`src/rtl/fhdc_rem.sv`:
```
// Iterative remainder unit: 32-bit dividend, one quotient bit per cycle.
// No dependencies; instanced once in the top level.
`default_nettype none

module fhdc_rem #(
   parameter int DIV_W = 16
) (
   input  wire logic             clock,
   input  wire logic             reset,
   input  wire logic             start,
   input  wire logic [31:0]      dividend,
   input  wire logic [DIV_W-1:0] divisor,
   output logic                  done,
   output logic      [DIV_W-1:0] remainder
);

   logic [31:0]      dq_ff, dq_in;
   logic [DIV_W-1:0] rem_ff, rem_in;
   logic [4:0]       cnt_ff, cnt_in;
   logic             busy_ff, busy_in;
   logic             done_ff, done_in;
   logic [DIV_W:0]   trial;
   logic [DIV_W:0]   diff;
   logic             fits;

   always_comb begin
      trial = {rem_ff, dq_ff[31]};
      diff  = trial - {1'b0, divisor};
      fits  = trial >= {1'b0, divisor};
   end

   always_comb begin
      dq_in   = dq_ff;
      rem_in  = rem_ff;
      cnt_in  = cnt_ff;
      busy_in = busy_ff;
      done_in = done_ff;
      if (start) begin
         dq_in   = dividend;
         rem_in  = '0;
         cnt_in  = '0;
         busy_in = 1'b1;
         done_in = 1'b0;
      end else if (busy_ff) begin
         // shift in the next dividend bit, subtract where it fits
         dq_in  = {dq_ff[30:0], 1'b0};
         rem_in = fits ? diff[DIV_W-1:0] : trial[DIV_W-1:0];
         cnt_in = cnt_ff + 5'd1;
         if (cnt_ff == 5'd31) begin
            busy_in = 1'b0;
            done_in = 1'b1;
         end
      end
   end

   always_ff @(posedge clock) begin
      dq_ff  <= dq_in;
      rem_ff <= rem_in;
      if (reset) begin
         cnt_ff  <= '0;
         busy_ff <= 1'b0;
         done_ff <= 1'b0;
      end else begin
         cnt_ff  <= cnt_in;
         busy_ff <= busy_in;
         done_ff <= done_in;
      end
   end

   assign done      = done_ff;
   assign remainder = rem_ff;

endmodule

`default_nettype wire

```
`config.mk`:
```
export PLATFORM = sky130hd
export DESIGN_NAME = fhdc_rem
export DESIGN_NICKNAME = d
export VERILOG_FILES = /design/src/rtl/fhdc_rem.sv
export SDC_FILE = /design/constraint.sdc
export NUM_CORES = 1
export LEC_CHECK = 0
export ABC_CLOCK_PERIOD_IN_PS = 5700
export BUFFER_PORTS_ARGS = -buffer_cell sky130_fd_sc_hd__buf_4
export CORE_MARGIN = 2
export CORE_UTILIZATION = 35
export CTS_BUF_LIST = sky130_fd_sc_hd__clkbuf_4
export CTS_CLUSTER_SIZE = 16
export DETAILED_ROUTE_END_ITERATION = 7
export PLACE_DENSITY = 0.62
export SYNTH_ARGS = -nofsm -noshare
export SYNTH_HDL_FRONTEND = slang
export SYNTH_SLANG_ARGS = --single-unit
```
`constraint.sdc`:
```
create_clock -name clock -period 5.7 [get_ports clock]
set_input_delay 0.57 -clock clock [delete_from_list [all_inputs] [get_ports clock]]
set_output_delay 0.57 -clock clock [all_outputs]
set_load 0.03 [all_outputs]
```
==> results of run 1 <==
[cells in the mapped netlist (2+ instances only)]
master	count	share of area
edfxtp_1	32	0.30
mux2_2	31	0.11
nor2_1	26	0.031
dfxtp_1	23	0.14
inv_1	20	0.024
ha_1	18	0.071
a21oi_1	15	0.024
nand2_1	14	0.017
mux2i_1	13	0.041
o21ai_0	11	0.017
a211oi_1	10	0.024
xnor2_1	9	0.025
a21o_1	7	0.017
clkbuf_1	6	0.0071
xor2_1	6	0.017
nand2b_1	5	0.0098
buf_1	3	0.0035
nand3_1	3	0.0047
nor3_1	3	0.0047
o31ai_1	3	0.0071
a211oi_2	2	0.0079
a21boi_0	2	0.0047
a31o_2	2	0.0055
and2_1	2	0.0039
and3_1	2	0.0039
nand4_1	2	0.0039
nand4b_1	2	0.0055
nor2b_1	2	0.0039
[power breakdown]
group	total (mW)	switching [mW]	internal (mW)
registers	0.472	0.0146	0.457
clock network	0.192	0.139	0.0529
logic	0.199	0.0999	0.0993
total	0.863	0.253	0.610
[sequential cells by signal (all words and copies together) (netlist names)]
register,flops
done,1
cnt_ff,5
dq_ff,32
remainder,16
busy_ff,1
[cells by family after synthesis]
| group | Yosys count |
|---|---|
| AOI/OAI and AO/OA | 64 |
| xor gates and xnor gates | 15 |
| and+or+nand+nor | 66 |
| muxes | 45 |
| buffers and inverters | 31 |
| DFF | 55 |
| adders and majority gates | 19 |
[worst reg2reg max path, cell delays in order (launching register included)]
cell	delay [ns]
dfxtp_1	0.40
ha_1	0.38
nor2_1	0.07
a211oi_2	0.32
o21ai_2	0.11
a31o_2	0.26
o211ai_2	0.87
mux2_4	0.37
a211oi_2	0.21
[cell type report]
class | count | area, sq um | share of cell area
Timing Repair Buffer | 69 | 518 | 0.135
Inverter | 20 | 75.1 | 0.0195
Sequential cell | 55 | 1420 | 0.369
Clock inverter | 3 | 27.5 | 0.00715
Clock buffer | 5 | 37.5 | 0.00975
Multi-Input combinational cell | 209 | 1640 | 0.425
Tap cell | 108 | 135 | 0.0351
[per-stage QoR]
stage	area (sq um)	utilization	total power, mW
6_report	3850	0.439	0.863
5_1_grt	3850	0.439	0.911
4_1_cts	3850	0.439	0.877
3_5_place_dp	3780	0.432	0.681
3_3_place_gp	3780	0.432	0.680
2_1_floorplan	3180	-	0.617
[how the worst max path moves through the flow]
| stage | end | cells after the start | slack, ns | startpoint |
|---|---|---|---|---|
| final | remainder[0]$_SDFFE_PP0P_ | 8 | 2.64 | remainder[1]$_SDFFE_PP0P_ |
| after detailed placement | remainder[0]$_SDFFE_PP0P_ | 10 | 2.34 | divisor[2] |
| after CTS | remainder[0]$_SDFFE_PP0P_ | 8 | 2.63 | remainder[1]$_SDFFE_PP0P_ |
| after global placement | remainder[0]$_SDFFE_PP0P_ | 10 | 2.38 | divisor[2] |
| after global routing | remainder[0]$_SDFFE_PP0P_ | 8 | 2.45 | remainder[1]$_SDFFE_PP0P_ |
| after floorplan | remainder[14]$_SDFFE_PP0P_ | 10 | 3.13 | divisor[0] |
[cell usage in the layout, fill, tap and decap left out, types with 3 or more instances in the layout]
cell,count
dfxtp_1,23
inv_1,20
mux2i_1,13
a211oi_1,10
ha_1,18
o21ai_0,11
nand2b_1,5
edfxtp_1,32
nor2_1,26
nor3_1,3
xor2_1,6
o31ai_1,3
clkbuf_4,5
mux2_2,31
a21o_1,7
nand2_1,14
buf_4,69
a21oi_1,15
xnor2_1,9
nand3_1,3
[layer usage]
metal,GRT usage,vias up
met1,0.169,1096
met2,0.214,56
met4,0.0285,0
li1,-,1206
met3,0.0415,4
met5,0,-
==> impl_metrics.yaml, run 1 <==
global_route:
  grt_pass1_wl_mm: 10.5
  track_usage: 0.130
  overflow: 0
  grt_max_degree: 50
  grt_pass1_vias: 2305
  antenna_found_initial: 0
min_path:
  hold_class: "in2reg"
  hp-start: "reset"
  min_path_cells: 2
  hold_path_end: "busy_ff$_SDFF_PP0_"
setup_path:
  cpMaxStageDelayCell: "o211ai_2"
  critPathKind: "reg2reg"
  required_ns: 6.03
  rr_startpoint: "remainder[1]$_SDFFE_PP0P_"
  worstSetupStartpointType: "register"
  r2r_end: "remainder[0]$_SDFFE_PP0P_"
  crit_path_frequent_cell: "a211oi_2"
  reg2reg_depth: 8
  slowest_delay_ns: 0.87
  cp-end-kind: "register"
  reg2reg_slack_ns: 2.64
  critPathBufInv: 0
  crit_family: "compound AO/OA/AOI/OAI gates"
  cp_max_fo: 20
  path_cells: "ha_1, nor2_1, a211oi_2, o21ai_2, a31o_2, o211ai_2, mux2_4, a211oi_2"
  arrival_ns: 3.39
cts:
  clock-sinks: 55
  ctsLongestPathBuffers: 2
  cts_resized: 0
  cts_max_level: 2
  clk_pin_slew_ns: 0.18
  postCtsSetupBuffers: 0
  cts-root-buf: "clkbuf_4"
  numCtsBuffers: 5
  cts_hold_buf: 0
  clkLatencyLatePin_ns: 0.40
  cts_tree: "built"
timing:
  finalSetupViolations: 0
  tns_ns: 0
  slew_headroom: 0.245
  worst_pin_slew_ns: 1.13
  setup_ws_ns: 2.64
  fmax_mhz: 327
  drv_slew: 0
  final-hold-violation-count: 0
  hold_ws_ns: 0.304
  skew_ns: 0.0235
  rsz0062_at_grt: "no"
  fin_crit_ns: 3.06
  fin_crit_sh: 0.536
finish:
  finalNetCount: 430
  drive_gt1_frac: 0.330
  syn_to_final_growth_pct: 20.9
  nFillCells: 846
  final_cells: 469
  diodes: 0
floorplan:
  num_rows: 34
  die_area_sq_mm: 0.00988
  design.portCount: 68
  die_w_um: 99.4
  core_sq_mm: 0.00876
  floorplan.initialDensity: 0.363
  die_y_um: 99.4
drt:
  wl_met2_mm: 2.87
  drt-met1-wl_mm: 2.96
  top_layer_used: "met4"
  wire_per_inst_um: 13.5
  dr.pass1.iters: 4
  wirelength_mm: 6.33
  route.met3.wl_um: 463
  drt_iter0_drc: 80
  ant_nets: 0
  via_count: 2362
  vias_per_cell: 5.04
  drc: 0
logic_synthesis:
  synth-simple-area-share: 0.0978
  ys_ff_latch: 55
  syn_area_sq_mm: 0.00318
  synth_top_family_by_area: "multiplexers"
  synthXorXnorAreaFrac: 0.0413
  yosysSeqAreaShare: 0.446
  synthCells: 295
  synth-async-reset-ratio: 0
  yosysUniqueCellTypes: 49
  yosysWarnings: 0
  syn_nets: 365
  synth_edf_count: 32
  yosys_most_used_dff: "edfxtp_1"
  synth_mux_area_frac: 0.155
  synth_compound_area_frac: 0.142
  syn-mean-instance-area_sq_um: 10.8
  synth_adder_area_share: 0.0770
run:
  cap_violations: 0
place:
  hpwl_mm: 4.62
  placed_cells: 461
  place_congestion: 0.862
  portBuffers: 67
  detailedPlace.worstSlack_ns: 2.34
power_and_ir_drop:
  power_leakage_nw: 1.62
  peakVddDrop_mv: 0.122
  powerDensity_mw_per_mm2: 224
status:
  status: "finished, final reports clean"
Note: power is estimated with default switching activity, not from simulation.
==> run 2: changes to the inputs <==
Settings changed: ABC_CLOCK_PERIOD_IN_PS 5700 to 2900.
Clock period 5.7 ns to 2.9 ns, I/O delays scaled along.
==> run 2 against run 1 <==
Design area increased by 0.94%. Wire length increased by 3.9%. Combinational power increased by 97%. Non-clock buffer count increased by 4. Global-route usage increased by 0.82 points. Largest cell class unchanged.
==> impl_metrics.yaml, run 2 (synthesis gave the netlist of run 1 again) <==
drt:
  wire_per_inst_um: 13.9
  via_count: 2364
  ant_nets: 0
  drc: 0
  wirelength_mm: 6.57
  wl_met2_mm: 3.01
  vias_per_cell: 5.00
  dr.pass1.iters: 4
  drt_iter0_drc: 50
  route.met3.wl_um: 458
  drt-met1-wl_mm: 3.07
  top_layer_used: "met4"
power_and_ir_drop:
  peakVddDrop_mv: 0.199
  power_frac_comb: 0.228
  p_clk_frac: 0.231
  p_sw_frac: 0.299
  total_power_mw: 1.72
  p_int_mw: 1.21
  power_leakage_nw: 1.65
  p_seq_frac: 0.540
  p_switching_uw: 514
  powerDensity_mw_per_mm2: 442
global_route:
  grt_max_degree: 47
  overflow: 0
  grt_pass1_vias: 2344
  track_usage: 0.139
  antenna_found_initial: 0
  grt_pass1_wl_mm: 11.1
place:
  portBuffers: 67
  place_congestion: 0.883
  hpwl_mm: 4.82
  placed_cells: 465
  placed_cell_area_sq_mm: 0.00381
  detailedPlace.worstSlack_ns: 0.284
timing:
  final-hold-violation-count: 0
  slew_headroom: 0.614
  setup_ws_ns: 0.255
  fin_crit_ns: 2.65
  worst_pin_slew_ns: 0.577
  tns_ns: 0
  finalSetupViolations: 0
  hold_ws_ns: 0.0430
  fmax_mhz: 378
  rsz0062_at_grt: "no"
  skew_ns: 0.0210
  drv_slew: 0
  fin_crit_sh: 0.912
setup_path:
  cp-end-kind: "register"
  reg2reg_depth: 11
  worstSetupStartpointType: "register"
  arrival_ns: 2.96
  required_ns: 3.21
  critPathKind: "reg2reg"
  cp_max_fo: 3
finish:
  final_cell_mix: "buf_4, edfxtp_1, mux2_2"
  largest_reg_flops: 32
  final_util: 0.443
  final_area_sq_mm: 0.00389
  diodes: 0
  drive_gt1_frac: 0.337
  regMostFlops: "dq_ff"
  final_cells: 473
  layout_commonest_cell: "buf_4"
  finalNetCount: 434
  syn_to_final_growth_pct: 22.0
cts:
  numCtsBuffers: 5
  clkLatencyLatePin_ns: 0.40
  ctsLongestPathBuffers: 2
  cts_hold_buf: 0
  cts_resized: 0
  cts_max_level: 2
  cts-root-buf: "clkbuf_4"
  clock-sinks: 55
  postCtsSetupBuffers: 0
  cts_tree: "built"
  clk_pin_slew_ns: 0.18
floorplan:
  die_w_um: 99.4
  die_y_um: 99.4
  num_rows: 34
  floorplan.initialDensity: 0.363
  core_sq_mm: 0.00876
  die_area_sq_mm: 0.00988
  design.portCount: 68
min_path:
  hold_class: "in2reg"
  min_path_cells: 2
status:
  status: "finished, final reports clean"
run:
  cap_violations: 0
==> run 2: changes by cell type in the layout (fill, tap and decap cells not counted) <==
| cell | change |
|---|---|
| buf_4 | +4 |
| inv_6 | +1 |
| inv_8 | -1 |
| clkinv_8 | +1 |
| clkinvlp_4 | -1 |
==> run 2: worst paths after layout <==
path / from / endpoint / slack, ns
max: dq_ff[31]$_DFFE_PP_ / remainder[14]$_SDFFE_PP0P_ / 0.25
min: reset / busy_ff$_SDFF_PP0_ / 0.04
min reg2reg: done$_SDFFE_PP0P_ / done$_SDFFE_PP0P_ / 0.50
max reg2reg: dq_ff[31]$_DFFE_PP_ / remainder[14]$_SDFFE_PP0P_ / 0.25
==> run 2: layout make-up <==
| cell class | count | area, sq um |
|---|---|---|
| repair buffers | 73 | 548 |
| fillers | 880 | 4880 |
| clock buffers | 5 | 37.5 |
| inverters | 20 | 75.1 |
| flip-flops and latches | 55 | 1420 |
| clock inverters | 3 | 33.8 |
| multi-input cells | 209 | 1640 |
| well taps | 108 | 135 |
==> run 2: worst max-delay path: stages (launching register included) <==
cell and delay, ns:
edfxtp_1 0.39, inv_1 0.08, ha_1 0.15, inv_1 0.05
fa_1 0.40, a21o_1 0.22, a221oi_2 0.36, o31ai_1 0.19
a41o_1 0.27, a21oi_1 0.17, xnor2_1 0.08, a31o_1 0.21
==> run 2: metal layers <==
metal | vias up | track usage
met5 | - | 0
met4 | 0 | 0.0285
met3 | 6 | 0.0394
met2 | 54 | 0.222
met1 | 1098 | 0.188
li1 | 1206 | -
==> run 2: power groups by stage <==
stage / Combinational (mW) / Sequential (mW) / Clock [mW]
after detailed placement: 0.395 / 0.948 / 0
final: 0.393 / 0.929 / 0.397
after global routing: 0.437 / 0.939 / 0.446
after global placement: 0.393 / 0.947 / 0
after CTS: 0.398 / 0.932 / 0.416
after floorplan: 0.251 / 0.961 / 0
==> run 3: changes to the inputs <==
Settings changed: CORE_ASPECT_RATIO set to 1.25, GPL_TIMING_DRIVEN set to 1.
==> run 3 against run 2 <==
Sequential share of layout area is 0.12 points lower. Sequential power about the same. Worst hold slack better by 0.12 ns. Die area is essentially flat. Flip-flop and latch count unchanged. Largest power group unchanged.
==> impl_metrics.yaml, run 3 (synthesis gave the netlist of run 1 again) <==
floorplan:
  core_sq_mm: 0.00875
  die_w_um: 89.3
  num_rows: 38
  floorplan.initialDensity: 0.364
  die_area_sq_mm: 0.00988
  design.portCount: 68
  die_y_um: 111
setup_path:
  reg2reg_slack_ns: 0.32
  reg2reg_depth: 11
  critPathKind: "reg2reg"
  required_ns: 3.21
  cp_max_fo: 3
  startpoint: "dq_ff[31]$_DFFE_PP_"
  arrival_ns: 2.90
  r2r_end: "remainder[14]$_SDFFE_PP0P_"
  rr_startpoint: "dq_ff[31]$_DFFE_PP_"
  cp-end-kind: "register"
  critical_path.endpoint: "remainder[14]$_SDFFE_PP0P_"
  worstSetupStartpointType: "register"
power_and_ir_drop:
  p_seq_frac: 0.545
  p_sw_frac: 0.294
  powerDensity_mw_per_mm2: 437
  p_int_mw: 1.20
  power_leakage_nw: 1.64
  power_frac_comb: 0.232
  p_switching_uw: 500
  peakVddDrop_mv: 0.270
  p_clk_frac: 0.224
timing:
  drv_slew: 0
  fin_crit_sh: 0.891
  final-hold-violation-count: 0
  skew_ns: 0.0141
  hold_ws_ns: 0.166
  fmax_mhz: 387
  fin_crit_ns: 2.58
  worst_pin_slew_ns: 0.559
  tns_ns: 0
  slew_headroom: 0.626
  finalSetupViolations: 0
  rsz0062_at_grt: "no"
global_route:
  overflow: 0
  grt_max_degree: 33
  track_usage: 0.142
  antenna_found_initial: 0
  grt_pass1_wl_mm: 11.2
  grt_pass1_vias: 2445
finish:
  nFillCells: 892
  layout_commonest_cell: "buf_4"
  final_util: 0.446
  finalNetCount: 434
  diodes: 0
  drive_gt1_frac: 0.334
  largest_reg_flops: 32
  syn_to_final_growth_pct: 22.4
  regMostFlops: "dq_ff"
  final_cell_mix: "buf_4, edfxtp_1, mux2_2"
status:
  status: "finished, final reports clean"
drt:
  via_count: 2369
  wire_per_inst_um: 13.6
  ant_nets: 0
  vias_per_cell: 4.88
  wirelength_mm: 6.60
  drt_iter0_drc: 49
  dr.pass1.iters: 4
  drc: 0
cts:
  cts-root-buf: "clkbuf_4"
  ctsLongestPathBuffers: 2
  clkLatencyLatePin_ns: 0.39
  numCtsBuffers: 5
  clk_pin_slew_ns: 0.18
  clock-sinks: 55
  cts_tree: "built"
  postCtsSetupBuffers: 0
  cts_max_level: 2
min_path:
  hold_class: "in2reg"
  hp-start: "dividend[0]"
place:
  hpwl_mm: 4.92
  portBuffers: 67
  place_congestion: 0.887
run:
  cap_violations: 0
[run 3: cell count changes in the layout (fill, tap and decap cells not counted)]
cell	change
buf_4	-1
clkinv_8	-1
inv_6	-1
inv_8	+1
clkinv_4	+1
dlygate4sd3_1	+1
[run 3: layout make-up]
class                      instances  area [sq um]  share of cell area
tap                              120           150              0.0385
timing repair buffer              73           551               0.141
inverter                          20          75.1              0.0193
multi-input combinational        209          1640               0.419
clock inverter                     3          28.8             0.00738
clock buffer                       5          37.5             0.00963
sequential                        55          1420               0.365
[run 3: routing by layer]
metal	vias to the layer above	global-route usage	part of all wire
li1	1208	-	-
met1	1108	0.173	0.42
met5	-	0	0
met2	49	0.241	0.51
met3	4	0.0411	0.058
met4	0	0.0358	0.0094
[run 3: worst min path at each step]
stage	to	slack, ns	depth (start not counted)
global route	dq_ff[0]$_SDFFCE_PN0P_	0.14	2
CTS	busy_ff$_SDFF_PP0_	0.004	2
floorplan	busy_ff$_SDFF_PP0_	0.36	1
global placement	done$_SDFFE_PP0P_	0.46	2
finish	dq_ff[0]$_SDFFCE_PN0P_	0.17	2
detailed placement	busy_ff$_SDFF_PP0_	0.46	2
[run 3: metrics by stage]
stage                     instances  setup WS [ns]  cell area, sq um  power [mW]
after floorplan                 295          0.463              3180        1.21
after global placement          476          0.340              3820        1.34
after detailed placement        476          0.297              3820        1.34
after CTS                       484          0.295              3890        1.73
after global routing            485          0.151              3900        1.80
final                           485          0.316              3900        1.70
[run 3: repair_timing]
action / 4_1_cts / 5_1_grt
hold endpoints to repair: 0 / 1
hold buffers: 0 / 1
resized for setup: 0 / 0
[run 3: critical path: stages (launching register included)]
cell      delay, ns
edfxtp_1       0.39
inv_1          0.08
ha_1           0.15
inv_1          0.05
fa_1           0.39
a21o_1         0.21
a221oi_2       0.33
o31ai_1        0.19
a41o_1         0.26
a21oi_1        0.17
xnor2_1        0.08
a31o_1         0.21
[run 3: power by group through the flow]
| stage | logic, mW | clock network (mW) | registers [mW] |
|---|---|---|---|
| final | 0.394 | 0.381 | 0.927 |
| after global routing | 0.436 | 0.431 | 0.936 |
| after CTS | 0.398 | 0.403 | 0.929 |
| after detailed placement | 0.396 | 0 | 0.946 |
| after global placement | 0.394 | 0 | 0.945 |
| after floorplan | 0.251 | 0 | 0.961 |
